**src/kmst_pkg.sv**
```systemverilog
// Shared types for the Kruskal spanning tree block.
`default_nettype none
package kmst_pkg;

   typedef enum logic [2:0] {
      ST_IDLE,
      ST_INIT,
      ST_SCAN,
      ST_WALK_RD,
      ST_WALK_CHK,
      ST_DECIDE,
      ST_PUSH,
      ST_FINAL
   } kmst_state_type;

   localparam int WEIGHT_W = 16;
   localparam int VCOUNT_W = 6;
   localparam int DROP_W = 6;
   localparam int KIND_RUN = 1;

endpackage
`default_nettype wire

```
**src/kmst_ram.sv**
```systemverilog
// Generic single write port, single read port RAM with registered read data.
`default_nettype none
module kmst_ram #(
   parameter int WIDTH = 8,
   parameter int DEPTH = 16
) (
   input  wire logic                     clock,
   input  wire logic                     wr_en,
   input  wire logic [$clog2(DEPTH)-1:0] wr_addr,
   input  wire logic [WIDTH-1:0]         wr_data,
   input  wire logic [$clog2(DEPTH)-1:0] rd_addr,
   output logic      [WIDTH-1:0]         rd_data
);

   logic [WIDTH-1:0] mem [DEPTH];

   always_ff @(posedge clock) begin
      if (wr_en) begin
         mem[wr_addr] <= wr_data;
      end
      rd_data <= mem[rd_addr];
   end

endmodule
`default_nettype wire

```
**src/kruskal_minimum_spanning_tree_top.sv**
```systemverilog
// Kruskal minimum spanning forest: edge loading, sorted selection, union-find and result output.
// Edge items (kind 0) are taken one per cycle and stored in an edge RAM. A run item (kind 1)
// first initializes the root-link RAM, one vertex a cycle. Then, for each edge in ascending
// (weight, from, to) order, it scans the whole edge RAM to find the next smallest key and
// walks the root links of both ends, with a read state and a check state per vertex visited.
// A decision state and, for a tree edge, a push state follow each walk. Duplicate edges are
// skipped by the strictly-greater selection. Each tree edge is held for one step so that the
// final one can carry is_last; a run with no tree edge gives one empty result. Input items
// are not accepted during a run.
`default_nettype none
module kruskal_minimum_spanning_tree_top #(
   parameter int MAX_VERTICES = 32,
   parameter int MAX_EDGES = 64
) (
   input  wire logic                            clock,
   input  wire logic                            reset,
   input  wire logic                            csr_write_enable,
   input  wire logic [kmst_pkg::VCOUNT_W-1:0]   csr_write_data,
   input  wire logic                            req_valid,
   output logic                                 req_ready,
   input  wire logic                            req_kind,
   input  wire logic [$clog2(MAX_VERTICES)-1:0] req_from_vertex,
   input  wire logic [$clog2(MAX_VERTICES)-1:0] req_to_vertex,
   input  wire logic signed [kmst_pkg::WEIGHT_W-1:0] req_edge_weight,
   output logic                                 rsp_valid,
   input  wire logic                            rsp_ready,
   output logic      [$clog2(MAX_VERTICES)-1:0] rsp_tree_from,
   output logic      [$clog2(MAX_VERTICES)-1:0] rsp_tree_to,
   output logic signed [kmst_pkg::WEIGHT_W-1:0] rsp_tree_weight,
   output logic                                 rsp_is_empty,
   output logic                                 rsp_is_last,
   output logic      [kmst_pkg::DROP_W-1:0]     rsp_dropped_count
);
   import kmst_pkg::*;

   localparam int VW = $clog2(MAX_VERTICES);
   localparam int EW = $clog2(MAX_EDGES);
   localparam int KW = WEIGHT_W + 2 * VW;
   localparam int CW = (VW > VCOUNT_W ? VW : VCOUNT_W) + 2;

   kmst_state_type state_ff, state_in;

   logic [VCOUNT_W-1:0] vcount_ff, vcount_in;
   logic [EW:0]         total_ff, total_in;
   logic [DROP_W-1:0]   drop_ff, drop_in;
   logic [VW-1:0]       init_idx_ff, init_idx_in;
   logic [EW:0]         scan_idx_ff, scan_idx_in;
   logic                rd_vld_ff, rd_vld_in;
   logic                found_ff, found_in;
   logic [KW-1:0]       best_ff, best_in;
   logic                have_prev_ff, have_prev_in;
   logic [KW-1:0]       prev_ff, prev_in;
   logic [VW-1:0]       walk_v_ff, walk_v_in;
   logic                side_ff, side_in;
   logic [VW-1:0]       root_a_ff, root_a_in;
   logic [VW-1:0]       root_b_ff, root_b_in;
   logic                pend_vld_ff, pend_vld_in;
   logic [KW-1:0]       pend_ff, pend_in;
   logic                out_vld_ff, out_vld_in;
   logic [KW-1:0]       out_key_ff, out_key_in;
   logic                out_empty_ff, out_empty_in;
   logic                out_last_ff, out_last_in;
   logic [DROP_W-1:0]   out_drop_ff, out_drop_in;

   logic          edge_wr_en;
   logic [KW-1:0] edge_wr_data;
   logic [KW-1:0] edge_rd_data;
   logic          link_wr_en;
   logic [VW-1:0] link_wr_addr;
   logic [VW-1:0] link_wr_data;
   logic [VW-1:0] link_rd_data;

   logic req_fire, edge_ok, out_free, scan_done, cand;
   logic [CW-1:0] limit;

   assign req_ready = (state_ff == ST_IDLE);
   assign req_fire  = req_valid && req_ready;
   assign out_free  = !out_vld_ff || rsp_ready;

   assign limit = (CW'(vcount_ff) < CW'(MAX_VERTICES)) ? CW'(vcount_ff) : CW'(MAX_VERTICES);
   assign edge_ok = (total_ff < (EW + 1)'(MAX_EDGES))
                    && (CW'(req_from_vertex) < limit) && (CW'(req_to_vertex) < limit);

   // The weight is stored with its sign bit flipped so that one unsigned compare orders keys.
   assign edge_wr_data = {~req_edge_weight[WEIGHT_W-1], req_edge_weight[WEIGHT_W-2:0],
                          req_from_vertex, req_to_vertex};
   assign edge_wr_en = req_fire && (req_kind != 1'(KIND_RUN)) && edge_ok;

   assign scan_done = (state_ff == ST_SCAN) && (scan_idx_ff == total_ff) && !rd_vld_ff;
   assign cand = rd_vld_ff && (!have_prev_ff || edge_rd_data > prev_ff)
                 && (!found_ff || edge_rd_data < best_ff);

   assign link_wr_en   = (state_ff == ST_INIT)
                         || ((state_ff == ST_DECIDE) && (root_a_ff != root_b_ff));
   assign link_wr_addr = (state_ff == ST_INIT) ? init_idx_ff : root_a_ff;
   assign link_wr_data = (state_ff == ST_INIT) ? init_idx_ff : root_b_ff;

   kmst_ram #(.WIDTH(KW), .DEPTH(MAX_EDGES)) u_edge_ram (
      .clock  (clock),
      .wr_en  (edge_wr_en),
      .wr_addr(total_ff[EW-1:0]),
      .wr_data(edge_wr_data),
      .rd_addr(scan_idx_ff[EW-1:0]),
      .rd_data(edge_rd_data)
   );

   kmst_ram #(.WIDTH(VW), .DEPTH(MAX_VERTICES)) u_link_ram (
      .clock  (clock),
      .wr_en  (link_wr_en),
      .wr_addr(link_wr_addr),
      .wr_data(link_wr_data),
      .rd_addr(walk_v_ff),
      .rd_data(link_rd_data)
   );

   // Next state.
   always_comb begin
      state_in = state_ff;
      unique case (state_ff)
         ST_IDLE: begin
            if (req_fire && (req_kind == 1'(KIND_RUN))) state_in = ST_INIT;
         end
         ST_INIT: begin
            if (init_idx_ff == VW'(MAX_VERTICES - 1)) state_in = ST_SCAN;
         end
         ST_SCAN: begin
            if (scan_done) state_in = found_ff ? ST_WALK_RD : ST_FINAL;
         end
         ST_WALK_RD: state_in = ST_WALK_CHK;
         ST_WALK_CHK: begin
            if (link_rd_data == walk_v_ff && side_ff) state_in = ST_DECIDE;
            else state_in = ST_WALK_RD;
         end
         ST_DECIDE: state_in = (root_a_ff != root_b_ff) ? ST_PUSH : ST_SCAN;
         ST_PUSH: begin
            if (!pend_vld_ff || out_free) state_in = ST_SCAN;
         end
         ST_FINAL: begin
            if (out_free) state_in = ST_IDLE;
         end
         default: state_in = ST_IDLE;
      endcase
   end

   // Datapath updates.
   always_comb begin
      vcount_in    = csr_write_enable ? csr_write_data : vcount_ff;
      total_in     = total_ff;
      drop_in      = drop_ff;
      init_idx_in  = init_idx_ff;
      scan_idx_in  = scan_idx_ff;
      rd_vld_in    = 1'b0;
      found_in     = found_ff;
      best_in      = best_ff;
      have_prev_in = have_prev_ff;
      prev_in      = prev_ff;
      walk_v_in    = walk_v_ff;
      side_in      = side_ff;
      root_a_in    = root_a_ff;
      root_b_in    = root_b_ff;
      pend_vld_in  = pend_vld_ff;
      pend_in      = pend_ff;
      out_vld_in   = out_vld_ff && !rsp_ready;
      out_key_in   = out_key_ff;
      out_empty_in = out_empty_ff;
      out_last_in  = out_last_ff;
      out_drop_in  = out_drop_ff;

      unique case (state_ff)
         ST_IDLE: begin
            if (req_fire) begin
               if (req_kind == 1'(KIND_RUN)) begin
                  init_idx_in  = '0;
                  scan_idx_in  = '0;
                  found_in     = 1'b0;
                  have_prev_in = 1'b0;
                  pend_vld_in  = 1'b0;
               end else if (edge_ok) begin
                  total_in = total_ff + 1'b1;
               end else if (drop_ff != '1) begin
                  drop_in = drop_ff + 1'b1;
               end
            end
         end
         ST_INIT: init_idx_in = init_idx_ff + 1'b1;
         ST_SCAN: begin
            if (scan_idx_ff != total_ff) begin
               scan_idx_in = scan_idx_ff + 1'b1;
               rd_vld_in   = 1'b1;
            end
            if (cand) begin
               found_in = 1'b1;
               best_in  = edge_rd_data;
            end
            if (scan_done && found_ff) begin
               prev_in      = best_ff;
               have_prev_in = 1'b1;
               walk_v_in    = best_ff[2*VW-1:VW];
               side_in      = 1'b0;
            end
         end
         ST_WALK_RD: ;
         ST_WALK_CHK: begin
            if (link_rd_data != walk_v_ff) begin
               walk_v_in = link_rd_data;
            end else if (!side_ff) begin
               root_a_in = walk_v_ff;
               walk_v_in = best_ff[VW-1:0];
               side_in   = 1'b1;
            end else begin
               root_b_in = walk_v_ff;
            end
         end
         ST_DECIDE: begin
            if (root_a_ff == root_b_ff) begin
               scan_idx_in = '0;
               found_in    = 1'b0;
            end
         end
         ST_PUSH: begin
            if (!pend_vld_ff || out_free) begin
               if (pend_vld_ff) begin
                  out_vld_in   = 1'b1;
                  out_key_in   = pend_ff;
                  out_empty_in = 1'b0;
                  out_last_in  = 1'b0;
                  out_drop_in  = drop_ff;
               end
               pend_vld_in = 1'b1;
               pend_in     = best_ff;
               scan_idx_in = '0;
               found_in    = 1'b0;
            end
         end
         ST_FINAL: begin
            if (out_free) begin
               out_vld_in   = 1'b1;
               out_key_in   = pend_vld_ff ? pend_ff : {1'b1, (KW - 1)'(0)};
               out_empty_in = !pend_vld_ff;
               out_last_in  = 1'b1;
               out_drop_in  = drop_ff;
               pend_vld_in  = 1'b0;
               total_in     = '0;
               drop_in      = '0;
            end
         end
         default: ;
      endcase
   end

   always_ff @(posedge clock) begin
      if (reset) begin
         state_ff    <= ST_IDLE;
         vcount_ff   <= VCOUNT_W'(32);
         total_ff    <= '0;
         drop_ff     <= '0;
         rd_vld_ff   <= 1'b0;
         pend_vld_ff <= 1'b0;
         out_vld_ff  <= 1'b0;
      end else begin
         state_ff    <= state_in;
         vcount_ff   <= vcount_in;
         total_ff    <= total_in;
         drop_ff     <= drop_in;
         rd_vld_ff   <= rd_vld_in;
         pend_vld_ff <= pend_vld_in;
         out_vld_ff  <= out_vld_in;
      end
   end

   always_ff @(posedge clock) begin
      init_idx_ff  <= init_idx_in;
      scan_idx_ff  <= scan_idx_in;
      found_ff     <= found_in;
      best_ff      <= best_in;
      have_prev_ff <= have_prev_in;
      prev_ff      <= prev_in;
      walk_v_ff    <= walk_v_in;
      side_ff      <= side_in;
      root_a_ff    <= root_a_in;
      root_b_ff    <= root_b_in;
      pend_ff      <= pend_in;
      out_key_ff   <= out_key_in;
      out_empty_ff <= out_empty_in;
      out_last_ff  <= out_last_in;
      out_drop_ff  <= out_drop_in;
   end

   assign rsp_valid         = out_vld_ff;
   assign rsp_tree_weight   = {~out_key_ff[KW-1], out_key_ff[KW-2:2*VW]};
   assign rsp_tree_from     = out_key_ff[2*VW-1:VW];
   assign rsp_tree_to       = out_key_ff[VW-1:0];
   assign rsp_is_empty      = out_empty_ff;
   assign rsp_is_last       = out_last_ff;
   assign rsp_dropped_count = out_drop_ff;

endmodule
`default_nettype wire

```
**config.mk**
```make
export PLATFORM = sky130hd
export DESIGN_NAME = kruskal_minimum_spanning_tree_top
export DESIGN_NICKNAME = d
export VERILOG_FILES = /design/src/kmst_pkg.sv /design/src/kmst_ram.sv /design/src/kruskal_minimum_spanning_tree_top.sv
export SDC_FILE = /design/constraint.sdc
export NUM_CORES = 2
export LEC_CHECK = 0
export ABC_AREA = 0
export BUFFER_PORTS_ARGS = -buffer_cell sky130_fd_sc_hd__buf_2
export CELL_PAD_IN_SITES_DETAIL_PLACEMENT = 0
export CELL_PAD_IN_SITES_GLOBAL_PLACEMENT = 1
export CORE_MARGIN = 10
export CORE_UTILIZATION = 56
export CTS_CLUSTER_DIAMETER = 100
export DETAILED_ROUTE_END_ITERATION = 8
export GPL_ROUTABILITY_DRIVEN = 1
export GPL_TIMING_DRIVEN = 0
export HOLD_SLACK_MARGIN = 0.02
export PLACE_DENSITY = 0.79
export SLEW_MARGIN = 20
export SYNTH_ARGS = -nofsm -noshare
export SYNTH_HDL_FRONTEND = slang
export SYNTH_SLANG_ARGS = --single-unit
```
**constraint.sdc**
```tcl
create_clock -name clock -period 6.6 [get_ports clock]
set_clock_uncertainty 0.05 [all_clocks]
set_input_delay 0.66 -clock clock [delete_from_list [all_inputs] [get_ports clock]]
set_output_delay 0.66 -clock clock [all_outputs]
set_load 0.01 [all_outputs]
```
Yosys cells after proc, flatten, opt, wreduce, memory -nomap -nowiden
Memory sizes are Yosys's and may differ from the RTL's. A register that Yosys moved wholly into a read port is not among the register bits. Cells that the tools add are included. Widths: inputs -> output; s select.

Bits in registers: 167. Logic and storage cells: 197. Output and inout bits: 36. Input bits: 38. Latch bits: 0. Memories kept: 2. Bits in writable memories: 1824. Bits in read-only memories: 0.

$lt $le $gt $ge: 6. Divide/modulo/power cells: 0. Mux-type cells: 74. Shifts and indexed selects: 0. Multiply operators: 0. Equal/unequal tests: 33. Bitwise gates (word level): 6. Reduce and logical (&&, ||, !) cells: 50. $add $sub $neg: 4.

Memory list: u_edge_ram.mem (depth 64, width 26, rd ports 1, clocked after memory_dff 1, write ports 1, RTL line kmst_ram.sv:15) `logic [WIDTH-1:0] mem [DEPTH];`; u_link_ram.mem (depth 32, width 5, rd ports 1, clocked after memory_dff 1, write ports 1, RTL line kmst_ram.sv:15).

Operators with widths (number): $mux 26 (4); $mux 7 (9); $mux 6 (9); $pmux 26 s2 (1); $mux 5 (7); $pmux 7 s4 (1); $gt 26x26->1 (1); $lt 26x26->1 (1); $mux 3 (8); $pmux 3 s8 (1); $pmux 6 s2 (2); $mux 1 (22); $pmux 5 s2 (2); $ne 2x1->1 const B (9); $reduce_and 6->1 (3); $ne 2x2->1 const B (8); $reduce_and 3->1 (5); $reduce_and 5->1 (3); $add 7x1->7 const B (2); $logic_and 1x1->1 (14); $pmux 7 s2 (1); $eq 3x3->1 const B (4); $lt 5x6->1 (2); $eq 5x5->1 (2); 25 further kinds (52).

Depth between registers and ports, before layout
Depth in word-level cells: 9. Mapped depth: 9.

By module
A second synthesis with hierarchy kept.

Cell total of the unflattened synthesis: 3783. Area total of the unflattened synthesis: 78646.7 um^2.

Modules (own cells, without submodules): kmst_ram (u_edge_ram) (seq. area each 50488.4 um^2, instances 1, cells an instance 2840, area each 64215.3 um^2); kruskal_minimum_spanning_tree_top (seq. area each 4764.6 um^2, instances 1, cells an instance 666, area each 8086.5 um^2); kmst_ram (u_link_ram) (seq. area each 4904.7 um^2, instances 1, cells an instance 277, area each 6344.8 um^2).

Least setup slack after synthesis
OpenSTA, ideal clock, no wires.

Path kind: input to register. Start point: input rsp_ready. End point: register pend_ff[0] (enable). Setup slack: 1.058 ns. Setup time: 0.551 ns. Stages on the path: 2. Arrival time: 4.941 ns. Cells stage by stage: nor2b_1 > a2111oi_0.

Longest elaborated chain between the ends: 3.

RTL lines: start: declaration (RTL line kruskal_minimum_spanning_tree_top.sv:26) `input wire logic rsp_ready,`; $logic_or 1x1->1 (RTL line kruskal_minimum_spanning_tree_top.sv:78) `assign out_free = !out_vld_ff || rsp_ready;`; $logic_or 1x1->1 (RTL line kruskal_minimum_spanning_tree_top.sv:221) `if (!pend_vld_ff || out_free) begin`; $reduce_and 2->1 (no source line); end signal: assignment (RTL line kruskal_minimum_spanning_tree_top.sv:282) `pend_ff <= pend_in;`; end: declaration (RTL line kruskal_minimum_spanning_tree_top.sv:58) `logic [KW-1:0] pend_ff, pend_in;`.

Every way passes these cells. A chain may end at the register's enable or synchronous reset.

==> reports/summary.txt <==
Hold slack - 154 ps
Total track usage - 24.3%
DPL Wire Length - 120000 um
Grt ovf - 0
Routed met1 length - 69800 um
Syn_area_per_cell - 22.4 um2
Initial antenna violation count - 11
Number of synthesized flops with an enable pin - 1966
Worst hold path cell count - 4
Yosys reg bits - 2022
Die H - 394 um
Yosys cell types - 67
Initial Util - 56.2%
Startpoint Class - flip-flop
Final hold violation count - 0
Met3 wire len - 17800 um
Final Slew Violations - 0
P&R area growth vs syn - 14.6%
Top cells by area, synth - edfxtp_1 75%, mux4_2 16%, dfxtp_1 1.4%
Final worst slack - 1920 ps
Slowest cell on crit path - a22oi_1
Clock Tree Buf Depth - 3
FFs w/ async S/R, synth - 0%
P_leak - 0.0284 uW
Share of post-route cells with drive strength above 1 - 29.6%
# rows - 137
Post-layout util - 64.5%
Worst min path class - in2reg
Tcrit/Tclk final - 70.9%
Die W - 394 um
Slew margin rel. - 18.9%
Crit-path cells - clkbuf_1 > clkbuf_1 > clkbuf_1 > mux4_2 > mux4_2 > a22oi_1 > nand2_1
Reg2Reg Depth - 7
Clk sink count - 2022
CP Max Fanout - 10
# DRC - 0
Setup slack at placement - 1280 ps
Area leader, netlist - edfxtp_1
I/O Pins - 74
Pin count of the biggest net entering global routing - 66
Unrepaired setup endpoints after global routing - no
Sequential share of the synthesized area - 76.9%
Fmax achieved - 214 MHz
Largest stage delay, worst path - 880 ps
Mapped Cells - 3490
Drt pass-1 iters - 6
Count leader, synth - edfxtp_1
Port bufs - 72
Initial drt markers - 4929
Vias in the first global route - 38.2k
Crit end category - flip-flop
Final setup vio count - 0
# H-tree levels - 4
CP most frequent cell - clkbuf_1
Data required, critical path - 7220 ps
Main synth FF type - edfxtp_1
RR Endpoint - u_edge_ram.rd_data[6]
WL/cell - 32.1 um
Layout Nets - 3946
CP Class - reg2reg
Worst IR drop on VDD - 0.000271 V
Critical R2R Launch - scan_idx_ff[1]
Met2 WL - 92800 um
Yosys warns - 0
Top post-synthesis cells by count - 1966 x edfxtp_1, 570 x mux4_2, 137 x nor2_1
Clock root cell - clkbuf_16
Crit path from - scan_idx_ff[1]
Yosys top cell area share - 75.4%
Worst slew pin tran - 1220 ps
Run status - complete, no violations
Die footprint - 155000 um2
CP endpoint - u_edge_ram.rd_data[6]
Post-route minimum period - 4680 ps
First-pass GRT wire length - 273000 um
Post-CTS Resized - 0
PwrDens - 361 nW/um2
Signal arrival time at the worst endpoint - 5300 ps
Netlist Area Pre-Place - 78300 um2
Worst R2R Setup Slack - 1920 ps
Number of max-cap violations - 0
Via/cell ratio - 6.39
Remaining antenna violation count - 0
Highest routed layer - met5
CTS tree - done
WL final - 189000 um
Mapped Nets - 3592
Routability Congestion - 0.846
Clock Pin Slew Worst Setup and Hold Paths - 60 ps
Via count - 37.6k
Core area - 139000 um2
Num CTS Buffers - 195
Later-pin clock latency in the skew report - 830 ps
critical path, delay by kind of cell, from the launching register on:
family | cells | cell delay (ps)
buf+inv | 3 | 2040
mux | 2 | 970
compound gates | 1 | 880
flops | 1 | 460
simple gates | 1 | 100
power breakdown:
group	total (uW)	switching (uW)	internal [uW]	leakage, uW
combinational	6800	3980	2820	0.00718
sequential	14700	179	14500	0.0182
clock	10900	4690	6210	0.00307
stage by stage:
| step | cells | cell area (um2) | power, uW | setup TNS (ps) |
|---|---|---|---|---|
| 2_1_floorplan | 3490 | 78300 | 19100 | 0 |
| 3_3_place_gp | 5438 | 81000 | 21500 | -67530 |
| 3_5_place_dp | 5514 | 83300 | 21700 | 0 |
| 4_1_cts | 5880 | 89600 | 32500 | 0 |
| 5_1_grt | 5884 | 89700 | 33400 | 0 |
| 6_report | 5884 | 89700 | 32400 | 0 |
flip-flops by register name, indices dropped and copies added, names as in the netlist, 3 cells and up:
signal and count:
prev_ff 26, root_a_ff 5, u_link_ram.rd_data 5, init_idx_ff 5
total_ff 7, u_edge_ram.mem 1664, drop_ff 6, walk_v_ff 5
u_edge_ram.rd_data 26, scan_idx_ff 7, out_key_ff 26, vcount_ff 6
rsp_dropped_count 6, state_ff 3, root_b_ff 5, best_ff 26
pend_ff 26, u_link_ram.mem 160
what timing repair did:
| item | CTS | global route |
|---|---|---|
| endpoints found under the hold margin | 6 | 0 |
| buffers inserted | 0 | 0 |
| hold buffers | 6 | 0 |
metal layers:
metal / GRT usage [%] / vias up
met4: 10.1 / 6
met2: 39.1 / 2029
met1: 32.2 / 19800
li1: - / 15400
met3: 5.89 / 388
met5: 0 / -
kinds of logic (layout without fill, tap and decap cells):
group	after synthesis	after routing	synth area share, %
buffers and inverters	261	778	1.57
other	0	1	0
AOI/OAI and AO/OA	161	161	1.43
muxes	584	584	16.6
DFF	2022	2022	76.9
and+or+nand+nor	373	373	2.24
xor gates and xnor gates	25	25	0.280
adders and majority gates	64	64	1.02
placed cells by master (no fill, tap or decap), types with 7 or more instances in the layout:
master,instances
buf_16,54
clkinv_1,40
edfxtp_1,1966
ha_1,64
o21ai_0,16
inv_1,72
bufinv_16,13
clkinv_2,41
nand4_1,22
mux2i_1,9
a22oi_1,52
nor2_4,65
and2_1,31
clkbuf_16,205
nand2_1,90
buf_12,10
buf_4,75
and3_1,8
dfxtp_1,56
mux4_2,570
xor2_1,10
clkbuf_1,116
nor2_1,72
inv_6,7
xnor2_1,15
buf_2,85
a21oi_1,42
nand2b_1,9
nand3_1,29
nor3_1,14
buf_1,19
worst min path at each step:
| stage | startpoint | endpoint | slack, ps |
|---|---|---|---|
| floorplan | u_edge_ram.rd_data[0] | best_ff[0] | 370 |
| global placement | walk_v_ff[4] | root_b_ff[4] | 400 |
| detailed placement | u_edge_ram.rd_data[19] | best_ff[19] | 410 |
| CTS | reset | state_ff[2] | 90 |
| global route | reset | state_ff[2] | 140 |
| finish | reset | state_ff[2] | 150 |
layout make-up:
type                            instances  area [um2]
Fill cell                            8968       49500
Buffer                                187         962
Timing Repair Buffer                  157        2320
Inverter                               74         278
Tap cell                             1876        2350
Clock buffer                          247        5320
Clock inverter                        113         942
Sequential cell                      2022       60200
Antenna cell                            1        2.50
Multi-Input combinational cell       1207       17400
Power figures use the tool's default switching activity.
